[config.mk]
export PLATFORM = sky130hd
export DESIGN_NAME = line_rasterizer_with_depth_core
export DESIGN_NICKNAME = d
export VERILOG_FILES = /design/src/rtl/core/lrz_pkg.sv /design/src/rtl/core/lrz_div.sv /design/src/rtl/core/lrz_ctrl.sv /design/src/rtl/core/lrz_datapath.sv /design/src/rtl/core/line_rasterizer_with_depth_core.sv
export SDC_FILE = /design/constraint.sdc
export NUM_CORES = 1
export LEC_CHECK = 0
export ABC_AREA = 0
export BUFFER_PORTS_ARGS = -buffer_cell sky130_fd_sc_hd__clkbuf_2
export CORE_ASPECT_RATIO = 0.75
export CORE_MARGIN = 10
export CORE_UTILIZATION = 53
export DETAILED_ROUTE_END_ITERATION = 6
export PLACE_DENSITY = 0.74
export RECOVER_POWER = 50
export SKIP_CTS_REPAIR_TIMING = 1
export SLEW_MARGIN = 10
export SYNTH_ARGS = -nofsm -noshare
export SYNTH_HDL_FRONTEND = slang
export SYNTH_SLANG_ARGS = --single-unit
[constraint.sdc]
create_clock -name clk -period 6.4 [get_ports clk]
set_input_delay 0.32 -clock clk [delete_from_list [all_inputs] [get_ports clk]]
set_output_delay 0.32 -clock clk [all_outputs]
set_load 0.02 [all_outputs]
[src/rtl/core/lrz_pkg.sv]
// ----------------------------------------------------------------------------
// lrz_pkg
// Shared widths, field offsets, codes and handshake structs of the line
// rasterizer with depth.
// ----------------------------------------------------------------------------
package lrz_pkg;

	// field widths
	localparam int COORD_BITS = 12;
	localparam int DEPTH_BITS = 32;
	localparam int COLOR_BITS = 24;

	// derived datapath widths
	localparam int DELTA_BITS   = COORD_BITS + 1;
	localparam int ERR_BITS     = COORD_BITS + 4;
	localparam int DZ_BITS      = DEPTH_BITS + 1;
	localparam int DIV_CNT_BITS = $clog2(DZ_BITS);

	// input item packing, first field in the lowest bits
	localparam int OFS_SX  = 0;
	localparam int OFS_SY  = OFS_SX + COORD_BITS;
	localparam int OFS_SZ  = OFS_SY + COORD_BITS;
	localparam int OFS_EX  = OFS_SZ + DEPTH_BITS;
	localparam int OFS_EY  = OFS_EX + COORD_BITS;
	localparam int OFS_EZ  = OFS_EY + COORD_BITS;
	localparam int OFS_COL = OFS_EZ + DEPTH_BITS;
	localparam int IN_RAW_BITS  = OFS_COL + COLOR_BITS;
	localparam int IN_DATA_BITS = ((IN_RAW_BITS + 7) / 8) * 8;

	// result item packing
	localparam int OUT_RAW_BITS  = 2 * COORD_BITS + DEPTH_BITS + COLOR_BITS;
	localparam int OUT_DATA_BITS = ((OUT_RAW_BITS + 7) / 8) * 8;

	// item kind carried on tuser
	typedef enum logic {
		FUNC_START = 1'b0,
		FUNC_TICK  = 1'b1
	} func_t;

	// walk direction of the current line
	typedef enum logic [1:0] {
		MODE_X_UP   = 2'd0,
		MODE_Y_UP   = 2'd1,
		MODE_X_DOWN = 2'd2,
		MODE_Y_DOWN = 2'd3
	} mode_t;

	// controller to datapath commands
	typedef struct packed {
		logic load;
		logic setup;
		logic div_go;
		logic step_wr;
		logic tick;
	} cmd_t;

	// datapath to controller status
	typedef struct packed {
		logic out_free;
		logic div_done;
	} status_t;

endpackage

[src/rtl/core/lrz_div.sv]
// ----------------------------------------------------------------------------
// lrz_div
// Restoring divider, one quotient bit per cycle: magnitude of the signed
// depth delta over the unsigned major-axis delta. A zero divisor gives 0.
// ----------------------------------------------------------------------------
module lrz_div (
	input  logic                                 clk,
	input  logic                                 arst_n,
	input  logic                                 go,
	input  logic signed [lrz_pkg::DZ_BITS-1:0]   dividend,
	input  logic        [lrz_pkg::COORD_BITS-1:0] divisor,
	output logic                                 done,
	output logic        [lrz_pkg::DZ_BITS-1:0]   quotient,
	output logic                                 neg
);

	logic                                  busy_q;
	logic                                  done_q;
	logic [lrz_pkg::DIV_CNT_BITS-1:0]      cnt_q;
	logic [lrz_pkg::COORD_BITS-1:0]        rem_q;
	logic [lrz_pkg::DZ_BITS-1:0]           quo_q;
	logic [lrz_pkg::COORD_BITS-1:0]        dsr_q;
	logic                                  neg_q;
	logic                                  zero_q;

	logic [lrz_pkg::COORD_BITS:0]          trial;
	logic [lrz_pkg::COORD_BITS:0]          diff;
	logic                                  fits;
	logic [lrz_pkg::DZ_BITS-1:0]           mag;

	// trial subtract of the next partial remainder
	always_comb begin
		trial = {rem_q, quo_q[lrz_pkg::DZ_BITS-1]};
		fits  = trial >= {1'b0, dsr_q};
		diff  = trial - {1'b0, dsr_q};
		mag   = dividend[lrz_pkg::DZ_BITS-1] ? (-dividend) : dividend;
	end

	// sequence control
	always_ff @(posedge clk or negedge arst_n) begin
		if (!arst_n) begin
			busy_q <= 1'b0;
			done_q <= 1'b0;
			cnt_q  <= '0;
		end else begin
			done_q <= 1'b0;
			if (go) begin
				busy_q <= 1'b1;
				cnt_q  <= lrz_pkg::DIV_CNT_BITS'(lrz_pkg::DZ_BITS - 1);
			end else if (busy_q) begin
				if (cnt_q == '0) begin
					busy_q <= 1'b0;
					done_q <= 1'b1;
				end
				cnt_q <= cnt_q - 1'b1;
			end
		end
	end

	// shift quotient bits in, keep the remainder
	always_ff @(posedge clk) begin
		if (go) begin
			rem_q  <= '0;
			quo_q  <= mag;
			dsr_q  <= divisor;
			neg_q  <= dividend[lrz_pkg::DZ_BITS-1];
			zero_q <= (divisor == '0);
		end else if (busy_q) begin
			rem_q <= fits ? diff[lrz_pkg::COORD_BITS-1:0] : trial[lrz_pkg::COORD_BITS-1:0];
			quo_q <= {quo_q[lrz_pkg::DZ_BITS-2:0], fits};
		end
	end

	assign done     = done_q;
	assign quotient = zero_q ? '0 : quo_q;
	assign neg      = neg_q;

endmodule

[src/rtl/core/lrz_ctrl.sv]
// ----------------------------------------------------------------------------
// lrz_ctrl
// Controller: takes input items, sequences line setup and the z step
// division, and issues datapath commands.
// ----------------------------------------------------------------------------
module lrz_ctrl (
	input  logic             clk,
	input  logic             arst_n,
	input  logic             s_tvalid,
	input  logic             s_tuser,
	output logic             s_tready,
	input  lrz_pkg::status_t status,
	output lrz_pkg::cmd_t    cmd
);

	typedef enum logic [2:0] {
		ST_RUN   = 3'b001,
		ST_SETUP = 3'b010,
		ST_DIV   = 3'b100
	} state_t;

	state_t state_q;
	state_t state_d;

	// next state and commands
	always_comb begin
		state_d  = state_q;
		cmd      = '0;
		s_tready = 1'b0;
		unique case (state_q)
			ST_RUN: begin
				s_tready = status.out_free;
				if (s_tvalid && status.out_free) begin
					if (s_tuser == lrz_pkg::FUNC_START) begin
						cmd.load = 1'b1;
						state_d  = ST_SETUP;
					end else begin
						cmd.tick = 1'b1;
					end
				end
			end
			ST_SETUP: begin
				cmd.setup  = 1'b1;
				cmd.div_go = 1'b1;
				state_d    = ST_DIV;
			end
			ST_DIV: begin
				if (status.div_done) begin
					cmd.step_wr = 1'b1;
					state_d     = ST_RUN;
				end
			end
			default: begin
				state_d = ST_RUN;
			end
		endcase
	end

	// state register
	always_ff @(posedge clk or negedge arst_n) begin
		if (!arst_n) begin
			state_q <= ST_RUN;
		end else begin
			state_q <= state_d;
		end
	end

endmodule

[src/rtl/core/lrz_datapath.sv]
// ----------------------------------------------------------------------------
// lrz_datapath
// Line state, endpoint setup, Bresenham step, depth accumulation and the
// output register.
// ----------------------------------------------------------------------------
module lrz_datapath (
	input  logic                                      clk,
	input  logic                                      arst_n,
	input  lrz_pkg::cmd_t                             cmd,
	input  logic [lrz_pkg::IN_DATA_BITS-1:0]          s_tdata,
	input  logic                                      m_tready,
	output logic                                      m_tvalid,
	output logic [lrz_pkg::OUT_DATA_BITS-1:0]         m_tdata,
	output logic                                      m_tlast,
	output logic                                      out_free,
	output logic signed [lrz_pkg::DZ_BITS-1:0]        div_dividend,
	output logic        [lrz_pkg::COORD_BITS-1:0]     div_divisor,
	input  logic        [lrz_pkg::DZ_BITS-1:0]        div_quotient,
	input  logic                                      div_neg
);

	localparam int CB = lrz_pkg::COORD_BITS;
	localparam int DB = lrz_pkg::DEPTH_BITS;
	localparam int EB = lrz_pkg::ERR_BITS;
	localparam int TB = lrz_pkg::DELTA_BITS;

	// line state
	logic signed [CB-1:0]            cur_x_q;
	logic signed [CB-1:0]            cur_y_q;
	logic        [DB-1:0]            cur_z_q;
	logic signed [CB-1:0]            stop_q;
	logic signed [CB-1:0]            end_x_q;
	logic signed [CB-1:0]            end_y_q;
	logic signed [EB-1:0]            err_q;
	logic signed [TB-1:0]            dx_q;
	logic signed [TB-1:0]            dy_q;
	logic signed [lrz_pkg::DZ_BITS-1:0] dz_q;
	logic        [DB-1:0]            z_step_q;
	lrz_pkg::mode_t                  mode_q;
	logic [lrz_pkg::COLOR_BITS-1:0]  color_q;
	logic                            busy_q;

	// output register
	logic                            out_valid_q;
	logic signed [CB-1:0]            out_x_q;
	logic signed [CB-1:0]            out_y_q;
	logic        [DB-1:0]            out_z_q;
	logic [lrz_pkg::COLOR_BITS-1:0]  out_color_q;
	logic                            out_last_q;

	// load decode
	logic signed [CB-1:0]            sx, sy, ex, ey;
	logic signed [DB-1:0]            sz, ez;
	logic                            swap;
	logic signed [CB-1:0]            x0, y0, x1, y1;
	logic signed [DB-1:0]            z0, z1;

	// setup decode
	logic signed [TB-1:0]            ndy;
	lrz_pkg::mode_t                  mode_d;
	logic signed [EB-1:0]            dx_e, dy_e;
	logic signed [EB-1:0]            err_init;

	// step decode
	logic                            x_major;
	logic                            last;
	logic signed [EB-1:0]            err_next;
	logic                            step_x, step_y;
	logic [DB-1:0]                   quo_lo;

	// unpack and order the endpoints so x never decreases
	always_comb begin
		sx   = $signed(s_tdata[lrz_pkg::OFS_SX +: CB]);
		sy   = $signed(s_tdata[lrz_pkg::OFS_SY +: CB]);
		sz   = $signed(s_tdata[lrz_pkg::OFS_SZ +: DB]);
		ex   = $signed(s_tdata[lrz_pkg::OFS_EX +: CB]);
		ey   = $signed(s_tdata[lrz_pkg::OFS_EY +: CB]);
		ez   = $signed(s_tdata[lrz_pkg::OFS_EZ +: DB]);
		swap = sx > ex;
		x0   = swap ? ex : sx;
		y0   = swap ? ey : sy;
		z0   = swap ? ez : sz;
		x1   = swap ? sx : ex;
		y1   = swap ? sy : ey;
		z1   = swap ? sz : ez;
	end

	// pick the octant mode, initial error and division operands
	always_comb begin
		ndy  = -dy_q;
		dx_e = $signed({{(EB-TB){dx_q[TB-1]}}, dx_q});
		dy_e = $signed({{(EB-TB){dy_q[TB-1]}}, dy_q});
		if (dy_q > $signed(TB'(0))) begin
			mode_d = (dx_q > dy_q) ? lrz_pkg::MODE_X_UP : lrz_pkg::MODE_Y_UP;
		end else begin
			mode_d = (dx_q > ndy) ? lrz_pkg::MODE_X_DOWN : lrz_pkg::MODE_Y_DOWN;
		end
		unique case (mode_d)
			lrz_pkg::MODE_X_UP: begin
				err_init    = dy_e + dy_e - dx_e;
				div_divisor = dx_q[CB-1:0];
			end
			lrz_pkg::MODE_Y_UP: begin
				err_init    = dy_e - dx_e - dx_e;
				div_divisor = dy_q[CB-1:0];
			end
			lrz_pkg::MODE_X_DOWN: begin
				err_init    = dy_e + dy_e + dx_e;
				div_divisor = dx_q[CB-1:0];
			end
			default: begin
				err_init    = dy_e + dx_e + dx_e;
				div_divisor = ndy[CB-1:0];
			end
		endcase
		div_dividend = dz_q;
	end

	// Bresenham step of the current pixel
	always_comb begin
		x_major = (mode_q == lrz_pkg::MODE_X_UP) || (mode_q == lrz_pkg::MODE_X_DOWN);
		last    = x_major ? (cur_x_q == stop_q) : (cur_y_q == stop_q);
		step_x  = 1'b0;
		step_y  = 1'b0;
		unique case (mode_q)
			lrz_pkg::MODE_X_UP: begin
				step_x = 1'b1;
				if (err_q < 0) begin
					err_next = err_q + dy_e + dy_e;
				end else begin
					step_y   = 1'b1;
					err_next = err_q + dy_e + dy_e - dx_e - dx_e;
				end
			end
			lrz_pkg::MODE_Y_UP: begin
				step_y = 1'b1;
				if (err_q > 0) begin
					err_next = err_q - dx_e - dx_e;
				end else begin
					step_x   = 1'b1;
					err_next = err_q + dy_e + dy_e - dx_e - dx_e;
				end
			end
			lrz_pkg::MODE_X_DOWN: begin
				step_x = 1'b1;
				if (err_q > 0) begin
					err_next = err_q + dy_e + dy_e;
				end else begin
					step_y   = 1'b1;
					err_next = err_q + dy_e + dy_e + dx_e + dx_e;
				end
			end
			default: begin
				step_y = 1'b1;
				if (err_q < 0) begin
					err_next = err_q + dx_e + dx_e;
				end else begin
					step_x   = 1'b1;
					err_next = err_q + dy_e + dy_e + dx_e + dx_e;
				end
			end
		endcase
	end

	assign quo_lo = div_quotient[DB-1:0];

	// control state: line active flag and output valid
	always_ff @(posedge clk or negedge arst_n) begin
		if (!arst_n) begin
			busy_q      <= 1'b0;
			out_valid_q <= 1'b0;
		end else begin
			if (cmd.load) begin
				busy_q <= 1'b1;
			end else if (cmd.tick && busy_q && last) begin
				busy_q <= 1'b0;
			end
			if (cmd.tick && busy_q) begin
				out_valid_q <= 1'b1;
			end else if (m_tready) begin
				out_valid_q <= 1'b0;
			end
		end
	end

	// line state updates
	always_ff @(posedge clk) begin
		if (cmd.load) begin
			cur_x_q <= x0;
			cur_y_q <= y0;
			cur_z_q <= z0;
			end_x_q <= x1;
			end_y_q <= y1;
			dx_q    <= $signed({x1[CB-1], x1}) - $signed({x0[CB-1], x0});
			dy_q    <= $signed({y1[CB-1], y1}) - $signed({y0[CB-1], y0});
			dz_q    <= $signed({z1[DB-1], z1}) - $signed({z0[DB-1], z0});
			color_q <= s_tdata[lrz_pkg::OFS_COL +: lrz_pkg::COLOR_BITS];
		end else if (cmd.setup) begin
			mode_q <= mode_d;
			err_q  <= err_init;
			stop_q <= ((mode_d == lrz_pkg::MODE_X_UP) || (mode_d == lrz_pkg::MODE_X_DOWN))
				? end_x_q : end_y_q;
		end else if (cmd.step_wr) begin
			z_step_q <= div_neg ? (-quo_lo) : quo_lo;
		end else if (cmd.tick && busy_q) begin
			cur_z_q <= cur_z_q + z_step_q;
			err_q   <= err_next;
			if (step_x) begin
				cur_x_q <= cur_x_q + 1'b1;
			end
			if (step_y) begin
				if (mode_q == lrz_pkg::MODE_Y_UP || mode_q == lrz_pkg::MODE_X_UP) begin
					cur_y_q <= cur_y_q + 1'b1;
				end else begin
					cur_y_q <= cur_y_q - 1'b1;
				end
			end
		end
	end

	// capture the emitted pixel
	always_ff @(posedge clk) begin
		if (cmd.tick && busy_q) begin
			out_x_q     <= cur_x_q;
			out_y_q     <= cur_y_q;
			out_z_q     <= cur_z_q;
			out_color_q <= color_q;
			out_last_q  <= last;
		end
	end

	assign out_free = !out_valid_q || m_tready;
	assign m_tvalid = out_valid_q;
	assign m_tlast  = out_last_q;
	assign m_tdata  = lrz_pkg::OUT_DATA_BITS'({out_color_q, out_z_q, out_y_q, out_x_q});

endmodule

[src/rtl/core/line_rasterizer_with_depth_core.sv]
// ----------------------------------------------------------------------------
// line_rasterizer_with_depth_core
// Bresenham line walker with linear Q16.16 depth interpolation.
// ----------------------------------------------------------------------------
// A start item (tuser = 0) loads both endpoints and the color and returns no
// pixel; the block then keeps s_tready low while it sets up the octant and
// runs the z step division, one quotient bit per cycle over the 33-bit depth
// delta in a restoring divider. After that each tick item (tuser = 1)
// returns one pixel through a single output register; ticks can follow
// back to back as long as m_tready keeps the register draining. The last
// pixel of a line has tlast set, and ticks taken with no line active return
// nothing. A start item drops any line in progress.
module line_rasterizer_with_depth_core (
	input  logic                                clk,
	input  logic                                arst_n,
	input  logic                                s_tvalid,
	output logic                                s_tready,
	// start_x, start_y, start_z, end_x, end_y, end_z, line_color
	input  logic [lrz_pkg::IN_DATA_BITS-1:0]    s_tdata,
	// func
	input  logic                                s_tuser,
	output logic                                m_tvalid,
	input  logic                                m_tready,
	// pixel_x, pixel_y, pixel_z, pixel_color
	output logic [lrz_pkg::OUT_DATA_BITS-1:0]   m_tdata,
	output logic                                m_tlast
);

	lrz_pkg::cmd_t                         cmd;
	lrz_pkg::status_t                      status;
	logic                                  out_free;
	logic                                  div_done;
	logic signed [lrz_pkg::DZ_BITS-1:0]    div_dividend;
	logic        [lrz_pkg::COORD_BITS-1:0] div_divisor;
	logic        [lrz_pkg::DZ_BITS-1:0]    div_quotient;
	logic                                  div_neg;

	assign status.out_free = out_free;
	assign status.div_done = div_done;

	lrz_ctrl u_ctrl (
		.clk      (clk),
		.arst_n   (arst_n),
		.s_tvalid (s_tvalid),
		.s_tuser  (s_tuser),
		.s_tready (s_tready),
		.status   (status),
		.cmd      (cmd)
	);

	lrz_datapath u_dp (
		.clk          (clk),
		.arst_n       (arst_n),
		.cmd          (cmd),
		.s_tdata      (s_tdata),
		.m_tready     (m_tready),
		.m_tvalid     (m_tvalid),
		.m_tdata      (m_tdata),
		.m_tlast      (m_tlast),
		.out_free     (out_free),
		.div_dividend (div_dividend),
		.div_divisor  (div_divisor),
		.div_quotient (div_quotient),
		.div_neg      (div_neg)
	);

	lrz_div u_div (
		.clk      (clk),
		.arst_n   (arst_n),
		.go       (cmd.div_go),
		.dividend (div_dividend),
		.divisor  (div_divisor),
		.done     (div_done),
		.quotient (div_quotient),
		.neg      (div_neg)
	);

endmodule

==> flow_summary.toml <==
[clocking]
clockRootBuffer = "sky130_fd_sc_hd__clkbuf_16"
cts_buffer_depth = 3
clock_tree.htree_level_count = 2
clk_transition_reported_paths_ns = 0.07
cts_tree = "yes"
cts_buffers = 41
number_of_sinks_handled_by_clock_tree_synthesis = 378
worstSkewPairLatency_ns = 0.58

[timing]
fin_hold_ws_ns = 0.0668
relSlewSlack_pct = -44.0
clock-skew-final_ns = 0.0212
drv_slew = 146
hold_viol_final = 0
timing.final.crit_share_pct = 99.7
maxClockFrequency_mhz = 157
worst_slew_pin_slew_ns = 2.16
setup_violations = 0
timing.final.crit_period_ns = 6.38
rsz0062_at_grt = "true"

[synthesis]
synthDominantCellAreaShare_pct = 36.2
syn-mean-instance-area_um2 = 9.05
synth_cell_type_count = 98
count_of_flip_flops_with_a_built_in_enable_after_synthesis = 353
yosys_register_bits = 378
synthCells = 3238
ys_async_rst_share_pct = 3.44
synth.net_count = 3602
synthTopCellsByArea = "sky130_fd_sc_hd__edfxtp_1 (36%), sky130_fd_sc_hd__ha_1 (9.2%), sky130_fd_sc_hd__xnor2_1 (4.9%)"
post_synth_instance_area_um2 = 29300
synthMostInstantiatedCell = "sky130_fd_sc_hd__nand2_1"
netlist.top_cell.by_area = "sky130_fd_sc_hd__edfxtp_1"
post_synth_most_frequent_cells = "sky130_fd_sc_hd__nand2_1 (382), sky130_fd_sc_hd__edfxtp_1 (353), sky130_fd_sc_hd__nor2_1 (261)"
ys_seq_area_share_pct = 38.1
ys.warnings.count = 0
postSynth.topFlopCell = "sky130_fd_sc_hd__edfxtp_1"

[drt]
first_iter_violations = 2971
total_routed_length_mm = 91.6
drt_first_pass_iters = 6
ant_nets = 0
dr_total_vias = 26000
post_drt_via_cell_ratio = 6.15
route.detailed.wl_per_inst_um = 21.7
post-route-drc-count = 0

[job]
max_cap_violations = 4

[pwr]
power.sequential.fraction_pct = 33.8
sw_frac_of_total_pct = 38.3
power-per-cell-area_nw_per_um2 = 324
clock_power_share_pct = 25.2
netSwitchingPower_w = 0.00412
combinationalPowerShare_pct = 41.1
cell_internal_power_w = 0.00663
ir_worst_vdd_mv = 0.209
cellLeakagePower_nw = 13.4

[worst_hold_path]
worst_hold_path_type = "in -> reg"

[grt]
number_of_global_route_vias_before_repair = 23500
grt_start_max_net_pins = 144
grtUsageTotal_pct = 26.5
grt_pass1_wl_mm = 138
grt_antenna_before_repair = 18
global_route.overflow_total = 0

[outcome]
failed_checks = "max-capacitance violations, max-slew violations"
run_status = "complete, but fails checks"

[floorplan]
die_h_um = 224
row_count = 74
io-pin-count = 224
fp.coreArea_um2 = 54500
die_footprint_um2 = 65200
initial_cell_density_of_the_core_pct = 53.7
floorplan.die.width_um = 291

[cells_and_area]
final_layout_size_suffix_gt1_share_pct = 10.0
finalCoreUtilization_pct = 60.9
flow.area_growth_from_synthesis_pct = 13.3
final_net_count = 3827

[place]
place.gp.congestion = 1.01
io_buffer_count = 223
detailedPlacementHpwl_mm = 68.6

[setup_path]
cpMaxStageDelayCell = "sky130_fd_sc_hd__or3_4"
critical_path.startpoint_type = "register"
timing.critical_path.required_ns = 6.65
worst_path_buf_inv = 1
crit_family = "simple AND/OR/NAND/NOR gates"
largest_fanout_on_the_critical_path = 5
worst-setup-path-type = "reg -> reg"
r2r_slack_ns = 0.02
arrival_ns = 6.64
worst_setup_path_end_kind = "register"
worst_path_largest_cell_delay_ns = 0.43
path_common_cell = "sky130_fd_sc_hd__a21o_1"
==> area by class of cell <==
| cell class | count | area (um2) |
|---|---|---|
| multi-input combinational | 2528 | 17100 |
| inverter | 197 | 751 |
| timing repair buffer | 317 | 1780 |
| antenna | 9 | 22.5 |
| tap | 722 | 903 |
| sequential | 378 | 11200 |
| clock buffer | 46 | 1090 |
| clock inverter | 30 | 415 |
| fill | 4606 | 21300 |
==> power groups by stage <==
stage	Clock [W]	Combinational, W	Sequential [W]
6_report	0.00271	0.00442	0.00363
5_1_grt	0.00283	0.00483	0.00367
4_1_cts	0.00274	0.00425	0.00362
3_5_place_dp	0	0.00421	0.00366
3_3_place_gp	0	0.00418	0.00366
2_1_floorplan	0	0.00310	0.00358
==> cells in the final DEF, fill, tap and decap left out, types with 95 or more instances in the layout <==
cell type	count
sky130_fd_sc_hd__clkbuf_1	95
sky130_fd_sc_hd__clkbuf_2	135
sky130_fd_sc_hd__nor2_1	258
sky130_fd_sc_hd__xnor2_1	162
sky130_fd_sc_hd__ha_1	213
sky130_fd_sc_hd__inv_1	191
sky130_fd_sc_hd__a21oi_1	204
sky130_fd_sc_hd__o21ai_0	222
sky130_fd_sc_hd__edfxtp_1	353
sky130_fd_sc_hd__nand2_1	381
==> registers in the layout (all words and copies together), names as in the netlist, 12 cells and up <==
| signal | cells |
|---|---|
| u_dp.dx_q | 13 |
| u_dp.out_x_q | 12 |
| u_dp.cur_z_q | 32 |
| u_dp.dy_q | 13 |
| u_dp.color_q | 24 |
| u_dp.div_dividend | 33 |
| u_dp.cur_x_q | 12 |
| u_dp.err_q | 16 |
| u_div.dsr_q | 12 |
| u_dp.z_step_q | 32 |
| u_div.rem_q | 12 |
| u_dp.out_z_q | 32 |
| u_dp.out_y_q | 12 |
| u_div.quo_q | 33 |
| u_dp.end_y_q | 12 |
| u_dp.end_x_q | 12 |
| u_dp.cur_y_q | 12 |
| u_dp.stop_q | 12 |
| u_dp.out_color_q | 24 |
==> final timing paths <==
path                                        from                    to  depth (start not counted)
worst max-delay path                u_dp.dy_q[1]        u_dp.err_q[15]                         28
worst min-delay path                    m_tready         u_dp.m_tvalid                          3
worst max register to register      u_dp.dy_q[1]        u_dp.err_q[15]                         28
worst min register to register  u_dp.color_q[18]  u_dp.out_color_q[18]                          0
max in group asynchronous                 arst_n        u_div.cnt_q[4]                          2
min in group asynchronous                 arst_n        u_div.cnt_q[2]                          2
==> metrics by stage <==
| step | cell area (um2) | instances | setup WS [ns] | TNS [ns] | total power (W) |
|---|---|---|---|---|---|
| after floorplan | 29300 | 3238 | 0.00265 | 0 | 0.00669 |
| after global placement | 31300 | 4110 | 0.0484 | 0 | 0.00784 |
| after detailed placement | 31300 | 4110 | -0.0390 | -0.0460 | 0.00787 |
| after CTS | 32800 | 4186 | -0.0811 | -0.126 | 0.0106 |
| after global routing | 33200 | 4221 | -0.242 | -0.790 | 0.0113 |
| final | 33200 | 4227 | 0.0186 | 0 | 0.0108 |
==> routing by layer <==
metal	vias up	global-route usage, %	part of all wire, %
met3	120	10.4	14
li1	12300	-	-
met2	1334	35.6	39
met1	12200	39.2	45
met5	-	0	0.13
met4	20	5.90	1.8
==> worst min-delay path: stages <==
cell	delay, ns
sky130_fd_sc_hd__clkbuf_2	0.08
sky130_fd_sc_hd__nor2b_1	0.06
sky130_fd_sc_hd__nand2b_1	0.14
==> cell families (layout without fill, tap and decap cells) <==
| family | count (synthesis) | count (layout) | share of synthesized area, % |
|---|---|---|---|
| xor gates and xnor gates | 257 | 257 | 7.68 |
| adders and majority gates | 263 | 263 | 11.1 |
| DFF | 378 | 378 | 38.1 |
| AOI/OAI and AO/OA | 919 | 919 | 20.4 |
| other | 0 | 9 | 0 |
| buffers and inverters | 332 | 590 | 4.38 |
| muxes | 48 | 48 | 1.70 |
| and+or+nand+nor | 1041 | 1041 | 16.7 |
(Power assumes the default switching activity.)
